## src/hdl/lms_pkg.sv

```systemverilog
// shared constants for the local maximum suppression block
// no dependencies; imported by the interfaces, the output queue and the top level
package lms_pkg;

    // default sizes
    localparam int MAX_WIDTH_DEF  = 1024;
    localparam int PIXEL_BITS_DEF = 16;

    // configuration register widths and port sizes
    localparam int WIDTH_BITS     = 11;
    localparam int HEIGHT_BITS    = 16;
    localparam int CFG_INDEX_BITS = 1;
    localparam int CFG_DATA_BITS  = 16;

    // configuration register indexes
    localparam logic [CFG_INDEX_BITS-1:0] CFG_FRAME_WIDTH  = 1'd0;
    localparam logic [CFG_INDEX_BITS-1:0] CFG_FRAME_HEIGHT = 1'd1;

    // reset values of the configuration registers
    localparam logic [WIDTH_BITS-1:0]  FRAME_WIDTH_RST  = 11'd4;
    localparam logic [HEIGHT_BITS-1:0] FRAME_HEIGHT_RST = 16'd4;

    // request kinds on the input channel
    localparam logic MODE_PIXEL = 1'b0;
    localparam logic MODE_FLUSH = 1'b1;

    // output queue depth
    localparam int FIFO_DEPTH = 4;

endpackage

```

## src/hdl/lms_if.sv

```systemverilog


interface lms_out_if import lms_pkg::*; #(
    parameter int PIXEL_BITS = PIXEL_BITS_DEF
);
    logic                         valid;
    logic                         ready;
    logic signed [PIXEL_BITS-1:0] pixel_out;
    logic                         is_maximum;
    logic                         frame_end;

    modport source (output valid, output pixel_out, output is_maximum, output frame_end,
                    input ready);
    modport sink   (input valid, input pixel_out, input is_maximum, input frame_end,
                    output ready);
endinterface

```

## src/hdl/lms_out_fifo.sv

```systemverilog
// small result queue that decouples the compare stage from the output channel
// depends on lms_pkg and lms_out_if
module lms_out_fifo import lms_pkg::*; #(
    parameter int PIXEL_BITS = PIXEL_BITS_DEF
) (
    input  logic                                 i_clk,
    input  logic                                 i_rst_n,
    input  logic                                 i_push,
    input  logic signed [PIXEL_BITS-1:0]         i_pixel,
    input  logic                                 i_is_max,
    input  logic                                 i_frame_end,
    output logic [$clog2(FIFO_DEPTH+1)-1:0]      o_level,
    lms_out_if.source                            o_out
);
    localparam int PW = $clog2(FIFO_DEPTH);
    localparam int LW = $clog2(FIFO_DEPTH+1);

    logic signed [PIXEL_BITS-1:0] r_pix [FIFO_DEPTH];
    logic                         r_max [FIFO_DEPTH];
    logic                         r_end [FIFO_DEPTH];
    logic [PW-1:0]                r_wr_ptr;
    logic [PW-1:0]                r_rd_ptr;
    logic [LW-1:0]                r_level;
    logic                         pop;

    // head of the queue drives the channel
    assign pop               = o_out.valid && o_out.ready;
    assign o_out.valid       = (r_level != '0);
    assign o_out.pixel_out   = r_pix[r_rd_ptr];
    assign o_out.is_maximum  = r_max[r_rd_ptr];
    assign o_out.frame_end   = r_end[r_rd_ptr];
    assign o_level           = r_level;

    // storage, space is reserved upstream so a push never meets a full queue
    always_ff @(posedge i_clk) begin
        if (i_push) begin
            r_pix[r_wr_ptr] <= i_pixel;
            r_max[r_wr_ptr] <= i_is_max;
            r_end[r_wr_ptr] <= i_frame_end;
        end
    end

    // pointers and fill level
    always_ff @(posedge i_clk) begin
        if (!i_rst_n) begin
            r_wr_ptr <= '0;
            r_rd_ptr <= '0;
            r_level  <= '0;
        end else begin
            if (i_push) begin
                r_wr_ptr <= r_wr_ptr + PW'(1);
            end
            if (pop) begin
                r_rd_ptr <= r_rd_ptr + PW'(1);
            end
            if (i_push && !pop) begin
                r_level <= r_level + LW'(1);
            end else if (!i_push && pop) begin
                r_level <= r_level - LW'(1);
            end
        end
    end

endmodule

```

## src/flat_wrapper.sv

```systemverilog
// flat-port wrapper written by rule: the top's interface ports become plain ports
module lms_out_fifo_flat import lms_pkg::*;
#(
    parameter int PIXEL_BITS = PIXEL_BITS_DEF
)
  (i_clk, i_rst_n, i_push, i_pixel, i_is_max, i_frame_end, o_level, o_out_valid, o_out_pixel_out, o_out_is_maximum, o_out_frame_end, o_out_ready);
  lms_out_if #(.PIXEL_BITS(PIXEL_BITS)) o_out_i ();
  input  logic i_clk;
  input  logic i_rst_n;
  input  logic i_push;
  input  logic signed [PIXEL_BITS-1:0] i_pixel;
  input  logic i_is_max;
  input  logic i_frame_end;
  output logic [$clog2(FIFO_DEPTH+1)-1:0] o_level;
  output wire logic [$bits(o_out_i.valid)-1:0] o_out_valid;
  output wire logic [$bits(o_out_i.pixel_out)-1:0] o_out_pixel_out;
  output wire logic [$bits(o_out_i.is_maximum)-1:0] o_out_is_maximum;
  output wire logic [$bits(o_out_i.frame_end)-1:0] o_out_frame_end;
  input wire logic [$bits(o_out_i.ready)-1:0] o_out_ready;
  assign o_out_valid = o_out_i.valid;
  assign o_out_pixel_out = o_out_i.pixel_out;
  assign o_out_is_maximum = o_out_i.is_maximum;
  assign o_out_frame_end = o_out_i.frame_end;
  assign o_out_i.ready = o_out_ready;
  lms_out_fifo #(.PIXEL_BITS(PIXEL_BITS)) u_core (.i_clk(i_clk), .i_rst_n(i_rst_n), .i_push(i_push), .i_pixel(i_pixel), .i_is_max(i_is_max), .i_frame_end(i_frame_end), .o_level(o_level), .o_out(o_out_i));
endmodule
```

## config.mk

```make
export PLATFORM = sky130hd
export DESIGN_NAME = lms_out_fifo_flat
export DESIGN_NICKNAME = d
export VERILOG_FILES = /design/src/hdl/lms_pkg.sv /design/src/hdl/lms_if.sv /design/src/hdl/lms_out_fifo.sv /design/src/flat_wrapper.sv
export SDC_FILE = /design/constraint.sdc
export NUM_CORES = 1
export LEC_CHECK = 0
export ABC_AREA = 1
export BUFFER_PORTS_ARGS = -buffer_cell sky130_fd_sc_hd__buf_2
export CAP_MARGIN = 10
export CORE_MARGIN = 2
export CORE_UTILIZATION = 55
export CTS_CLUSTER_DIAMETER = 150
export DETAILED_ROUTE_END_ITERATION = 10
export GPL_TIMING_DRIVEN = 0
export PLACE_DENSITY = 0.78
export SLEW_MARGIN = 20
export SYNTH_ARGS = -nofsm -noshare
export SYNTH_HDL_FRONTEND = slang
export SYNTH_SLANG_ARGS = --single-unit
```

## constraint.sdc

```tcl
create_clock -name i_clk -period 1.91 [get_ports i_clk]
set_input_delay 0.191 -clock i_clk [delete_from_list [all_inputs] [get_ports i_clk]]
set_output_delay 0.191 -clock i_clk [all_outputs]
set_load 0.01 [all_outputs]
```

==> metrics.txt, run 1 <==
CP delay by family, top=adder cells; Crit Path Max Fanout=4; hold_ws=0.06195 ns; PwrDens=roughly 1200 mW/mm^2; WP depth=12; die width=roughly 80 um; post-route ant nets=0; total congestion overflow=0; #FFs+latches synth=just over 80; Sink Count=81; Critical Path Source=u_core.o_level[1]; commonest non-fill, non-tap cell in the layout=edfxtp_1; cts bufs inserted=9; CP Class=flop to flop; Avg Cell Area, Syn=~13 sq um; initial antenna violation count=0; Slew headroom=between 40% and 50%; most frequent CP cell=nand2_1; Syn Nets=265; Final Power=roughly 4200 uW; Static Leakage=approximately 0.0014 uW; CTS Buffer Depth=2; Crit path required time=approximately 2.2 ns; Netlist cell types=18; Reg-to-Reg End=u_core.o_level[2]; Hold Path Class=input port to flop; Max stage delay cell, worst path=fa_1; Largest stage delay, worst path=approximately 0.38 ns; CP cell instances=nor2_2 -> nand2_2 -> nand2_1 -> ha_1 -> inv_1 -> fa_1 -> inv_1 -> nand2_1 -> nand3_1 -> nand2_1 -> nand2_1 -> nor2_1; # IOs=44; Std-Cell Rows=27; Setup crit end=u_core.o_level[2]; GPL Wtd Cong=between 0.7 and 0.8; Root Driver=clkbuf_8; WP buf/inv=2; Routed WL=about 6000 um; reg2reg start=u_core.o_level[1]; area delta synth->final=15.30%; Mapped Area=0.003173 sq mm; most frequent cells in the layout=edfxtp_1 (72), buf_2 (43), nor2_1 (40); synth warn=0; Residual DRC=0; largest net degree at the start of global routing=19; Detail Placement HPWL=between 3000 and 4000 um; Syn Inst Count=~240; crit path DAT=1.94 ns; number of global-route vias before repair=approximately 2.0k; Max rail drop VDD=between 0.7 and 0.8 mV; RSZ-0062 raised after global routing=no; ant diodes=0; endpoint class of the critical path=flop; Setup TNS Final=0 ns; # setup viols final=0; DRT Pass-1 Iters=4; H-tree lvl count=3; Die Area=about 0.0064 sq mm; max-slew violation count=0; first-pass GRT wire length=about 9400 um; clock-pin slew on the worst setup and hold paths=0.08 ns; Die Y=around 80 um; flop-to-flop setup slack=around 0.21 ns; CTS tree=built; Final Hold Vio Count=0; share of cells above drive strength 1=between 20% and 30%; DR vias/cell=roughly 5.4; minimum clock period=roughly 1.7 ns; post-CTS setup buffer count=0; Max Clock Skew=~0.0053 ns; Port Buf Inserts=43; sequential fraction of the synthesis area=73.82%; reg2reg path depth=12; core region area=0.005540 sq mm; fmax=slightly below 0.6 GHz; GRT Total Usage=between 20% and 30%; violation count after the first detailed-routing iteration=between 150 and 200; Hold Crit Depth=1; Initial Util=between 50% and 60%; status=finished clean; startpoint types=flop; Clk Latency, worst-skew pair=between 0.3 and 0.4 ns; measured slew at the worst slew-check pin=0.8408 ns; wire length per cell=approximately 17 um; total number of vias=1996; Layout Nets=between 300 and 400; period utilization=88.95%; max-cap viol count=0
[registers in the layout, summed over array words and instances, names as in the netlist, named ones only]
name	flops
u_core.r_end	4
u_core.r_max	4
u_core.o_level	3
u_core.r_pix	64
u_core.r_rd_ptr	2
u_core.r_wr_ptr	2
[what timing repair did]
item,4_1_cts,5_1_grt
hold buffers,0,0
endpoints found under the setup margin,0,2
gates resized for setup,0,2
[metrics by stage]
stage	instances	area (sq um)	setup slack (ns)	utilization [%]
after global placement	352	3478	0.2365	62.78
after CTS	368	3656	0.1807	65.99
after global routing	368	3659	0.006078	66.03
after detailed placement	352	3478	0.2125	62.78
after floorplan	237	3173	0.2559	-
final	368	3659	0.2111	66.03
[layer usage]
layer  wire length (um)  track usage, %  vias to the layer above
met1               2572           25.67                      966
met2               3095           34.42                       65
met5                  0               0                        -
met4                 58           7.627                        0
li1                   -               -                      961
met3                364           5.543                        4
[worst min-delay path by stage]
stage / start / end
2_1_floorplan: i_frame_end / u_core.r_end[0]
3_3_place_gp: i_pixel[3] / u_core.r_pix[0][3]
3_5_place_dp: i_is_max / u_core.r_max[0]
4_1_cts: i_frame_end / u_core.r_end[2]
5_1_grt: i_pixel[6] / u_core.r_pix[3][6]
6_report: i_frame_end / u_core.r_end[2]
[kinds of logic after synthesis]
logic type               share of synthesized area, %
AND/OR/NAND/NOR                                 7.177
adder cells (fa/ha/maj)                         2.603
AO/OA/AOI/OAI                                   10.80
buffers and inverters                           5.599
flip-flops                                      73.82
[cell type report]
class | count | area (sq um)
plain buffers | 10 | 101.3
clock buffers | 11 | 131.4
clock inverters | 5 | 46.29
fillers | 417 | 1882
inverters | 17 | 76.32
multi-input cells | 129 | 655.6
flip-flops and latches | 81 | 2342
well taps | 72 | 90.09
repair buffers | 43 | 215.2
[cells in the mapped netlist, drive strengths merged]
cell,n,area (sq um)
fa,1,20.02
inv,16,67.56
nand3,3,15.01
nor2,41,153.9
ha,5,62.56
dfxtp,9,180.2
a21oi,6,30.03
o21ai,40,200.2
nand2,15,58.81
o22ai,18,112.6
clkinv,1,8.760
edfxtp,72,2162
buf,10,101.3
[where the power goes]
group	internal, uW	leakage, uW	total [uW]	switching (uW)
clock	590	0.0000898	1150	555
sequential	2040	0.000736	2090	51.0
combinational	392	0.000560	1010	617
(Power assumes the default switching activity.)
==> run 2: changes to the inputs <==
- CORE_ASPECT_RATIO: default -> 2
==> metrics.txt, run 2 (same netlist as run 1, synthesis figures left out) <==
final core occ=between 60% and 70%; Max rail drop VDD=roughly 1.2 mV; Sink Count=81; CP delay by family, top=simple AND/OR/NAND/NOR gates; RSZ-0062 raised after global routing=no; Setup TNS Final=0 ns; H-tree lvl count=3; number of global-route vias before repair=2103; min-delay src=i_pixel[7]; Std-Cell Rows=39; CTS tree=built; DRT Pass-1 Iters=6; max reg flops=64; total congestion overflow=0; Layout Nets=about 320; clock-pin slew on the worst setup and hold paths=0.06 ns; Largest stage delay, worst path=0.37 ns; Max Clock Skew=~0.0043 ns; worst min-delay path endpoint=u_core.r_pix[3][7]; max-cap viol count=0; Max stage delay cell, worst path=fa_1; Residual DRC=0; violation count after the first detailed-routing iteration=130; initial antenna violation count=0; fmax=0.5855 GHz; most frequent CP cell=nand2_1; Crit path required time=about 2.1 ns; largest net degree at the start of global routing=19; Clk Latency, worst-skew pair=approximately 0.33 ns; CTS Buffer Depth=2; CP cell instances=nor2_2 -> nand2_2 -> nand2_2 -> ha_1 -> inv_1 -> fa_1 -> inv_1 -> nand2_1 -> nand3_1 -> nand2_1 -> nand2_1 -> nor2_1; total number of vias=1980; # IOs=44; core region area=~0.0057 sq mm; Static Leakage=around 0.0014 uW; startpoint types=flop; flop-to-flop setup slack=slightly above 0.2 ns; # setup viols final=0; endpoint class of the critical path=flop; cts bufs inserted=9; CP Class=flop to flop; minimum clock period=around 1.7 ns; wire length per cell=approximately 18 um; status=finished clean; Reg-to-Reg End=u_core.o_level[2]; area delta synth->final=19.40%; Die Area=roughly 0.0064 sq mm; WP buf/inv=2; Initial Util=between 50% and 60%; Crit Path Max Fanout=4; measured slew at the worst slew-check pin=0.8299 ns; die width=57.71 um; ant diodes=0; Hold Buf Count CTS=0; Hold Crit Depth=1; GPL Wtd Cong=between 0.6 and 0.7; DR vias/cell=between 5 and 6; reg2reg path depth=12; Largest Register=u_core.r_pix; period utilization=between 80 and 90%; reg2reg start=u_core.o_level[1]; Routed WL=6312 um; GRT Total Usage=between 20% and 30%; post-route ant nets=0; Root Driver=clkbuf_16; first-pass GRT wire length=around 10000 um; Detail Placement HPWL=about 4100 um; max-slew violation count=0; Die Y=~110 um; PwrDens=1296 mW/mm^2; most frequent cells in the layout=edfxtp_1 (72), buf_2 (43), nor2_1 (40); Port Buf Inserts=43; Final Hold Vio Count=0; share of cells above drive strength 1=between 20% and 30%; commonest non-fill, non-tap cell in the layout=edfxtp_1; Hold Path Class=input port to flop; biggest regs=u_core.r_pix (64), u_core.r_end (4), u_core.r_max (4); post-CTS setup buffer count=0; crit path DAT=1.94 ns; Slew headroom=between 40% and 50%
==> run 2: worst max path at each step <==
| stage | from | to | slack [ns] | cells past startpoint |
|---|---|---|---|---|
| floorplan | u_core.o_level[0] | u_core.o_level[1] | 0.26 | 8 |
| global placement | u_core.o_level[1] | u_core.o_level[2] | 0.20 | 12 |
| detailed placement | u_core.o_level[1] | u_core.o_level[2] | 0.15 | 12 |
| CTS | u_core.o_level[1] | u_core.o_level[2] | 0.13 | 12 |
| global route | u_core.o_level[1] | u_core.o_level[2] | 0.04 | 12 |
| finish | u_core.o_level[1] | u_core.o_level[2] | 0.20 | 12 |
==> run 2: routing by layer <==
| metal | wire length, um | up-vias | GRT usage, % | part of all wire (%) |
|---|---|---|---|---|
| met5 | 0 | - | 0 | 0 |
| met3 | 368 | 11 | 6.039 | 5.8 |
| met1 | 2235 | 937 | 23.44 | 35 |
| li1 | - | 960 | - | - |
| met4 | 140 | 0 | 9.767 | 2.2 |
| met2 | 3568 | 72 | 38.64 | 57 |
==> run 2: metrics by stage <==
step / setup WS, ns / total power [uW] / hold WS, ns / instances / area, sq um
global placement: 0.2022 / 3105 / 0.4014 / 341 / 3465
finish: 0.2020 / 4912 / 0.07306 / 357 / 3789
detailed placement: 0.1467 / 3140 / 0.4121 / 341 / 3465
global route: 0.04062 / 5126 / 0.06289 / 357 / 3789
CTS: 0.1276 / 4930 / 0.06307 / 357 / 3784
floorplan: 0.2559 / 2767 / 0.2899 / 237 / 3173
==> run 2: timing repair <==
item,4_1_cts,5_1_grt
gates resized for setup,0,2
setup endpoints to repair,0,1
endpoints found under the hold margin,0,0
==> run 2: power by group <==
| part | leakage [uW] | switching, uW | internal [uW] |
|---|---|---|---|
| clock network | 0.000152 | 664 | 1140 |
| registers | 0.000736 | 55.6 | 2040 |
| logic | 0.000560 | 616 | 390 |
| total | 0.00145 | 1340 | 3580 |
==> run 2: area by class of cell <==
class	count	area, sq um
clock buffer	9	225.2
buffer	10	101.3
sequential	81	2342
tap	61	76.32
fill	415	1872
inverter	17	76.32
multi-input combinational	129	658.1
clock inverter	7	93.84
timing repair buffer	43	215.2
